==> src/bps_pkg.sv <==
// Shared types and constants for the blink pattern sequencer.
// No dependencies; imported by every module of the block.
package bps_pkg;

    localparam int NUM_PHASES          = 10;
    localparam int PAIR_COUNT          = 5;
    localparam int PHASE_W             = 4;
    localparam int HALF_W              = 16;
    localparam int PAIR_W              = 32;
    localparam int CFG_INDEX_W         = 3;
    localparam int DEFAULT_PERIOD_BITS = 16;

    // Command codes
    localparam logic [1:0] OP_TICK = 2'd0;
    localparam logic [1:0] OP_ON   = 2'd1;
    localparam logic [1:0] OP_OFF  = 2'd2;

    // Register indexes
    localparam logic [CFG_INDEX_W-1:0] REG_CYCLIC     = 3'd0;
    localparam logic [CFG_INDEX_W-1:0] REG_PAIR_ONE   = 3'd1;
    localparam logic [CFG_INDEX_W-1:0] REG_PAIR_TWO   = 3'd2;
    localparam logic [CFG_INDEX_W-1:0] REG_PAIR_THREE = 3'd3;
    localparam logic [CFG_INDEX_W-1:0] REG_PAIR_FOUR  = 3'd4;
    localparam logic [CFG_INDEX_W-1:0] REG_PAIR_FIVE  = 3'd5;

    typedef struct packed {
        logic                               cyclic;
        logic [PAIR_COUNT-1:0][PAIR_W-1:0]  pairs;
    } cfg_t;

endpackage

==> src/bps_cfg.sv <==
// Configuration register file: cyclic mode and the five phase-duration pairs.
// Depends on bps_pkg.
module bps_cfg
    import bps_pkg::*;
(
    input  logic                   clk,
    input  logic                   rst_n,
    input  logic                   wr_en,
    input  logic [CFG_INDEX_W-1:0] wr_index,
    input  logic [PAIR_W-1:0]      wr_data,
    output cfg_t                   cfg
);

    cfg_t cfg_reg;
    cfg_t cfg_next;

    always_comb
    begin
        cfg_next = cfg_reg;
        if (wr_en)
        begin
            case (wr_index)
                REG_CYCLIC:     cfg_next.cyclic   = wr_data[0];
                REG_PAIR_ONE:   cfg_next.pairs[0] = wr_data;
                REG_PAIR_TWO:   cfg_next.pairs[1] = wr_data;
                REG_PAIR_THREE: cfg_next.pairs[2] = wr_data;
                REG_PAIR_FOUR:  cfg_next.pairs[3] = wr_data;
                REG_PAIR_FIVE:  cfg_next.pairs[4] = wr_data;
                default:        cfg_next = cfg_reg;   // unlisted index: dropped
            endcase
        end
    end

    always_ff @(posedge clk or negedge rst_n)
    begin
        if (!rst_n)
        begin
            cfg_reg <= '0;
        end
        else
        begin
            cfg_reg <= cfg_next;
        end
    end

    assign cfg = cfg_reg;

endmodule

==> src/bps_core.sv <==
// Next-state logic for one command: tick advance, turn-on, turn-off.
// Depends on bps_pkg; purely combinational.
module bps_core
    import bps_pkg::*;
#(
    parameter int PERIOD_BITS = DEFAULT_PERIOD_BITS
)
(
    input  cfg_t                   cfg,
    input  logic [1:0]             opcode,
    input  logic                   restart,
    input  logic                   active,
    input  logic [PHASE_W-1:0]     phase,
    input  logic [PERIOD_BITS-1:0] elapsed,
    input  logic                   level,
    output logic                   active_next,
    output logic [PHASE_W-1:0]     phase_next,
    output logic [PERIOD_BITS-1:0] elapsed_next,
    output logic                   level_next
);

    logic [PERIOD_BITS-1:0] dur [NUM_PHASES];
    logic [PHASE_W-1:0]     count;
    logic [PERIOD_BITS-1:0] dur_cur;
    logic [PERIOD_BITS-1:0] elapsed_inc;
    logic [PHASE_W-1:0]     phase_inc;
    logic [PHASE_W-1:0]     phase_on;

    // Phase durations, masked/extended to the counter width
    always_comb
    begin
        for (int i = 0; i < NUM_PHASES; i++)
        begin
            dur[i] = PERIOD_BITS'(cfg.pairs[i / 2][(i % 2) * HALF_W +: HALF_W]);
        end
    end

    // Phases in use: last nonzero among 1..9, plus one
    always_comb
    begin
        count = PHASE_W'(1);
        for (int i = 1; i < NUM_PHASES; i++)
        begin
            if (dur[i] != '0)
            begin
                count = PHASE_W'(i + 1);
            end
        end
    end

    assign dur_cur     = (phase < PHASE_W'(NUM_PHASES)) ? dur[phase] : '0;
    assign elapsed_inc = (elapsed == '1) ? elapsed : elapsed + PERIOD_BITS'(1);
    assign phase_inc   = phase + PHASE_W'(1);
    assign phase_on    = (restart || phase >= count) ? '0 : phase;

    always_comb
    begin
        active_next  = active;
        phase_next   = phase;
        elapsed_next = elapsed;
        level_next   = level;
        case (opcode)
            OP_TICK:
            begin
                if (active)
                begin
                    if (elapsed_inc >= dur_cur)
                    begin
                        elapsed_next = '0;
                        if (phase_inc >= count)
                        begin
                            phase_next  = '0;
                            active_next = cfg.cyclic;
                            level_next  = cfg.cyclic;
                        end
                        else
                        begin
                            phase_next = phase_inc;
                            level_next = ~phase_inc[0];
                        end
                    end
                    else
                    begin
                        elapsed_next = elapsed_inc;
                    end
                end
            end
            OP_ON:
            begin
                active_next  = 1'b1;
                phase_next   = phase_on;
                elapsed_next = '0;
                level_next   = ~phase_on[0];
            end
            OP_OFF:
            begin
                active_next = 1'b0;
                level_next  = 1'b0;
            end
            default:
            begin
                active_next = active;   // unused code: no change
            end
        endcase
    end

endmodule

==> src/blink_pattern_sequencer.sv <==
// Top level of the blink pattern sequencer: command register, state, result register.
// Depends on bps_pkg, bps_cfg and bps_core.
//
//  channel | signals                                  | direction
//  --------+------------------------------------------+----------
//  in      | in_valid, in_ready, opcode, restart      | command in
//  out     | out_valid, out_ready, led_on, running,   | result out
//          | phase_index                              |
//  cfg     | cfg_valid, cfg_ready, cfg_index,cfg_data | register write
//
// One command per clock sustained while out_ready stays high. A command is held
// in the input register, is evaluated against the state registers and lands in
// the result register when the result slot is free or being emptied.
// Reset clears the state, the configuration and both valid flags.
// A stalled result holds; the input register still takes one more command
// while the result waits, then in_ready drops until out_ready returns.
// Configuration writes are taken every cycle (cfg_ready is always high).
module blink_pattern_sequencer
    import bps_pkg::*;
#(
    parameter int PERIOD_BITS = DEFAULT_PERIOD_BITS
)
(
    input  logic                   clk,
    input  logic                   rst_n,
    input  logic                   in_valid,
    output logic                   in_ready,
    input  logic [1:0]             opcode,
    input  logic                   restart,
    output logic                   out_valid,
    input  logic                   out_ready,
    output logic                   led_on,
    output logic                   running,
    output logic [PHASE_W-1:0]     phase_index,
    input  logic                   cfg_valid,
    output logic                   cfg_ready,
    input  logic [CFG_INDEX_W-1:0] cfg_index,
    input  logic [PAIR_W-1:0]      cfg_data
);

    cfg_t cfg;

    // Input register
    logic                   cmd_valid_reg;
    logic                   cmd_valid_next;
    logic [1:0]             cmd_opcode_reg;
    logic                   cmd_restart_reg;

    // Pattern state
    logic                   active_reg;
    logic                   active_next;
    logic [PHASE_W-1:0]     phase_reg;
    logic [PHASE_W-1:0]     phase_next;
    logic [PERIOD_BITS-1:0] elapsed_reg;
    logic [PERIOD_BITS-1:0] elapsed_next;
    logic                   level_reg;
    logic                   level_next;

    // Result register
    logic                   res_valid_reg;
    logic                   res_valid_next;
    logic                   res_led_reg;
    logic                   res_running_reg;
    logic [PHASE_W-1:0]     res_phase_reg;

    logic                   in_take;
    logic                   advance;

    assign cfg_ready = 1'b1;

    bps_cfg u_cfg (
        .clk      (clk),
        .rst_n    (rst_n),
        .wr_en    (cfg_valid),
        .wr_index (cfg_index),
        .wr_data  (cfg_data),
        .cfg      (cfg)
    );

    bps_core #(
        .PERIOD_BITS (PERIOD_BITS)
    ) u_core (
        .cfg          (cfg),
        .opcode       (cmd_opcode_reg),
        .restart      (cmd_restart_reg),
        .active       (active_reg),
        .phase        (phase_reg),
        .elapsed      (elapsed_reg),
        .level        (level_reg),
        .active_next  (active_next),
        .phase_next   (phase_next),
        .elapsed_next (elapsed_next),
        .level_next   (level_next)
    );

    // Held command moves on when the result slot is free or being emptied
    assign advance  = cmd_valid_reg && (!res_valid_reg || out_ready);
    assign in_ready = !cmd_valid_reg || advance;
    assign in_take  = in_valid && in_ready;

    always_comb
    begin
        cmd_valid_next = cmd_valid_reg;
        if (in_take)
        begin
            cmd_valid_next = 1'b1;
        end
        else if (advance)
        begin
            cmd_valid_next = 1'b0;
        end

        res_valid_next = res_valid_reg;
        if (advance)
        begin
            res_valid_next = 1'b1;
        end
        else if (out_ready)
        begin
            res_valid_next = 1'b0;
        end
    end

    // Control and pattern state
    always_ff @(posedge clk or negedge rst_n)
    begin
        if (!rst_n)
        begin
            cmd_valid_reg <= 1'b0;
            res_valid_reg <= 1'b0;
            active_reg    <= 1'b0;
            phase_reg     <= '0;
            elapsed_reg   <= '0;
            level_reg     <= 1'b0;
        end
        else
        begin
            cmd_valid_reg <= cmd_valid_next;
            res_valid_reg <= res_valid_next;
            if (advance)
            begin
                active_reg  <= active_next;
                phase_reg   <= phase_next;
                elapsed_reg <= elapsed_next;
                level_reg   <= level_next;
            end
        end
    end

    // Payload registers
    always_ff @(posedge clk)
    begin
        if (in_take)
        begin
            cmd_opcode_reg  <= opcode;
            cmd_restart_reg <= restart;
        end
        if (advance)
        begin
            res_led_reg     <= level_next;
            res_running_reg <= active_next;
            res_phase_reg   <= phase_next;
        end
    end

    assign out_valid   = res_valid_reg;
    assign led_on      = res_led_reg;
    assign running     = res_running_reg;
    assign phase_index = res_phase_reg;

endmodule
==> config.mk <==
export PLATFORM = sky130hd
export DESIGN_NAME = blink_pattern_sequencer
export DESIGN_NICKNAME = d
export VERILOG_FILES = /design/src/bps_pkg.sv /design/src/bps_cfg.sv /design/src/bps_core.sv /design/src/blink_pattern_sequencer.sv
export SDC_FILE = /design/constraint.sdc
export NUM_CORES = 1
export LEC_CHECK = 0
export BUFFER_PORTS_ARGS = -buffer_cell sky130_fd_sc_hd__buf_2
export CAP_MARGIN = 20
export CORE_MARGIN = 5
export CORE_UTILIZATION = 50
export CTS_CLUSTER_DIAMETER = 50
export DETAILED_ROUTE_END_ITERATION = 8
export HOLD_SLACK_MARGIN = 0.03
export PLACE_DENSITY = 0.73
export SYNTH_ARGS = -nofsm -noshare
export SYNTH_HDL_FRONTEND = slang
export SYNTH_SLANG_ARGS = --single-unit
export TNS_END_PERCENT = 50
==> constraint.sdc <==
create_clock -name clk -period 4.2 [get_ports clk]
set_input_delay 0.21 -clock clk [delete_from_list [all_inputs] [get_ports clk]]
set_output_delay 0.21 -clock clk [all_outputs]
set_load 0.005 [all_outputs]
==> summary.md <==
| Metric | Value |
|---|---|
| Setup violations, final | `0` |
| Final cell count without fillers | `1103` |
| Fillers | `1652` |
| Routed WL | `24500 um` |
| Max Clock Skew | `13.1 ps` |
| CTS buffer count | `17` |
| Nets | `894` |
| Core Rows | `51` |
| Largest net degree at the start of global routing | `97` |
| Final HPWL DP | `17300 um` |
| Slew Limit Fails | `0` |
| Fin crit period | `3940 ps` |
| Min-delay worst type | `input port to flip-flop` |
| Initial DRC count | `424` |
| Hold Vio Cnt, Final | `0` |
| Max frequency | `0.254 GHz` |
| Worst-path clk slew | `80 ps` |
| DRT antenna net count | `0` |
| Power per Cell Area | `563 mW/mm^2` |
| Largest stage delay, worst path | `630 ps` |
| Synth Warn # | `0` |
| Antenna violations before repair | `0` |
| Max VDD drop | `328 uV` |
| Core area | `0.0197 mm^2` |
| Io pins | `52` |
| CTS sink cnt | `194` |
| Sequential share of the synthesized area | `0.487` |
| Slowest library cell on the worst path | `dfrtp_4` |
| Setup Crit Path Kind | `flip-flop to flip-flop` |
| Status | `finished clean` |
| Vias in the first global route | `6959` |
| Share of synthesized registers carrying an async set or reset | `0.954` |
| CTS tree | `done` |
| Mean cell area of the mapped netlist | `13.1 um^2` |
| Die H | `152 um` |
| GRT Total Usage | `0.215` |
| Synthesis-stage register bit count | `194` |
| EDFF count, synth | `9` |
| Critical path buffers and inverters | `1` |
| Setup TNS Final | `0 ps` |
| CP Capture Type | `flip-flop` |
| Least-Margin Pin Slew | `904 ps` |
| # diodes | `0` |
| Final period util | `0.939` |
| Die width | `152 um` |
| Post-Syn Area | `0.0101 mm^2` |
| Post-Synthesis Cells | `768` |
| Root Driver | `clkbuf_16` |
| DR vias/cell | `6.15` |
| Overflow left after global routing | `0` |
| Max reg flops | `161` |
| Worst setup SP type | `flip-flop` |
| Leakage | `4.68 nW` |
| RSZ-0062 raised after global routing | `false` |
| Starting Density | `0.512` |
| IO Port Bufs | `50` |
| Worst EP arrival | `4130 ps` |
| Residual DRC | `0` |
| Critical path's top delay family | `compound AO/OA/AOI/OAI gates` |
| Syn_nets | `837` |
| Die Area | `0.0231 mm^2` |
| Via count | `6780` |
| Later-pin clock latency in the skew report | `440 ps` |
| Synth Flop Type | `dfrtp_1` |
| Wire per inst | `22.2 um` |
| Max-cap violations | `0` |
| CTS HTree Levels | `4` |
| Post-synth top area share | `0.460` |
| GPL Wtd Cong | `0.868` |
| Synth unique cells | `65` |
| Worst path cell trace | `buf_12, mux4_2, a22oi_1, a2bb2oi_1, ha_1, nand4_1, nor4_1, a32oi_2, a21oi_2, a31oi_4, a21bo_2` |
| Crit-path max FO | `17` |
| Bufs on Longest Clock Path | `2` |
| First-pass GRT wire length | `39900 um` |
| Area contributors post-synth | `dfrtp_1 (46%), mux2_2 (20%), mux4_2 (7.2%), ha_1 (3.2%), edfxtp_1 (2.7%)` |
| Placed cells | `1065` |
| CP required | `4390 ps` |
| Area growth syn-to-layout | `12.7%` |
| DRT Pass-1 Iters | `5` |
| Share of layout cells above drive strength 1 | `0.403` |
| Slew headroom | `0.397` |
| Post-synth top area cell | `dfrtp_1` |
-- synthesized netlist by cell type, types with 2 or more instances --
library cell    n
clkbuf_1       19
nor3_1          8
o211ai_1        2
and2_1          2
inv_1           9
a22oi_1        16
a31oi_1         5
o21ai_0        19
and3_1          4
nand2b_1        8
nor2b_1         4
o21ba_2         6
a21boi_0        2
nor4_1         37
o22ai_1         2
xnor2_1         8
nand4b_1        2
o21bai_1        2
o2bb2ai_1       3
o21a_1          5
nand3_1         9
a21oi_1        19
buf_1           2
clkinv_1        2
a21o_1          7
nand4_1        14
and4_1          5
buf_2          15
or2_2           3
a211o_1         2
mux2_2        178
mux4_2         32
dfrtp_1       185
nand2_1        28
nand3b_1        2
a2bb2oi_1      17
xor2_1          4
nor2_1         18
a32o_1          3
edfxtp_1        9
ha_1           26
nor3b_1         2
-- logic make-up after synthesis --
| family | synth area share |
|---|---|
| and+or+nand+nor | 0.0841 |
| other | 0.000373 |
| buffers and inverters | 0.0238 |
| muxes | 0.273 |
| AOI/OAI and AO/OA | 0.0884 |
| adders and majority gates | 0.0323 |
| DFF | 0.487 |
| xor gates and xnor gates | 0.0104 |
-- layout make-up --
cell class              instances  area (um^2)  area share
well taps                     265          332      0.0292
flip-flops and latches        194         4900       0.433
repair buffers                 78          517      0.0456
clock buffers                  17          425      0.0375
clock inverters                15          183      0.0161
inverters                      11         41.3     0.00364
multi-input cells             523         4940       0.435
-- power by group --
group / total, mW / internal (mW) / switching, mW
registers: 2.67 / 2.29 / 0.384
logic: 2.04 / 1.11 / 0.925
clock network: 1.67 / 0.859 / 0.811
total: 6.38 / 4.26 / 2.12
-- repair_timing --
item	CTS	global route
hold buffers	5	0
buffers inserted	0	1
resized for setup	0	2
endpoints found under the setup margin	0	5
hold endpoints to repair	99	0
-- final timing paths --
| kind | startpoint | endpoint | slack [ps] | cells after the start |
|---|---|---|---|---|
| max | phase_reg[0]$_DFFE_PN0P_ | phase_index[2]$_DFFE_PP_ | 260 | 11 |
| min | cfg_data[30] | u_cfg.cfg[94]$_DFFE_PN0P_ | 70 | 2 |
| max reg2reg | phase_reg[0]$_DFFE_PN0P_ | phase_index[2]$_DFFE_PP_ | 260 | 11 |
| min reg2reg | cmd_valid_reg$_DFFE_PN0P_ | out_valid$_DFFE_PN0P_ | 500 | 1 |
| max in group asynchronous | rst_n | phase_reg[0]$_DFFE_PN0P_ | 2690 | 3 |
| min in group asynchronous | rst_n | elapsed_reg[3]$_DFFE_PN0P_ | 460 | 2 |
-- metal layers --
layer  GRT usage  wire length (um)  share of wire  vias to the layer above
li1            -                 -              -                     3070
met1       0.301             10900           0.45                     3498
met4      0.0595               539          0.022                        0
met5           0                 0              0                        -
met2       0.343             11800           0.48                      179
met3      0.0471              1240          0.051                       33
-- layout by cell type, fill, tap and decap left out, types with 6 or more instances in the layout --
master	count
ha_1	26
nor3_1	7
buf_4	20
xnor2_1	8
nand4_1	14
nor2_1	18
nand3_1	9
a21o_1	7
dfrtp_1	184
clkbuf_16	17
nor4_1	37
inv_1	9
nand2_1	28
a21oi_1	19
buf_2	49
a2bb2oi_1	17
nand2b_1	8
edfxtp_1	9
o21ba_2	6
a22oi_1	16
mux4_2	32
mux2_2	178
o21ai_0	19
-- worst register-to-register path: stages, from the launching register on --
cell       delay, ps
dfrtp_4          630
buf_12           220
mux4_2           520
a22oi_1          220
a2bb2oi_1        300
ha_1             220
nand4_1          150
nor4_1           370
a32oi_2          230
a21oi_2          480
a31oi_4          120
a21bo_2          240
-- stage by stage --
step | total power, mW | instance area (um^2) | hold slack [ps] | setup WS, ps | util
after floorplan | 4.09 | 10100 | -85.6 | 637 | -
after global placement | 4.65 | 10700 | 376 | 310 | 0.543
after detailed placement | 4.70 | 10700 | 374 | 221 | 0.543
after CTS | 6.38 | 11300 | 56.3 | 202 | 0.576
after global routing | 6.71 | 11300 | 63.0 | 112 | 0.577
final | 6.38 | 11300 | 67.0 | 257 | 0.577
No activity file was read; power rests on OpenSTA's default activity.
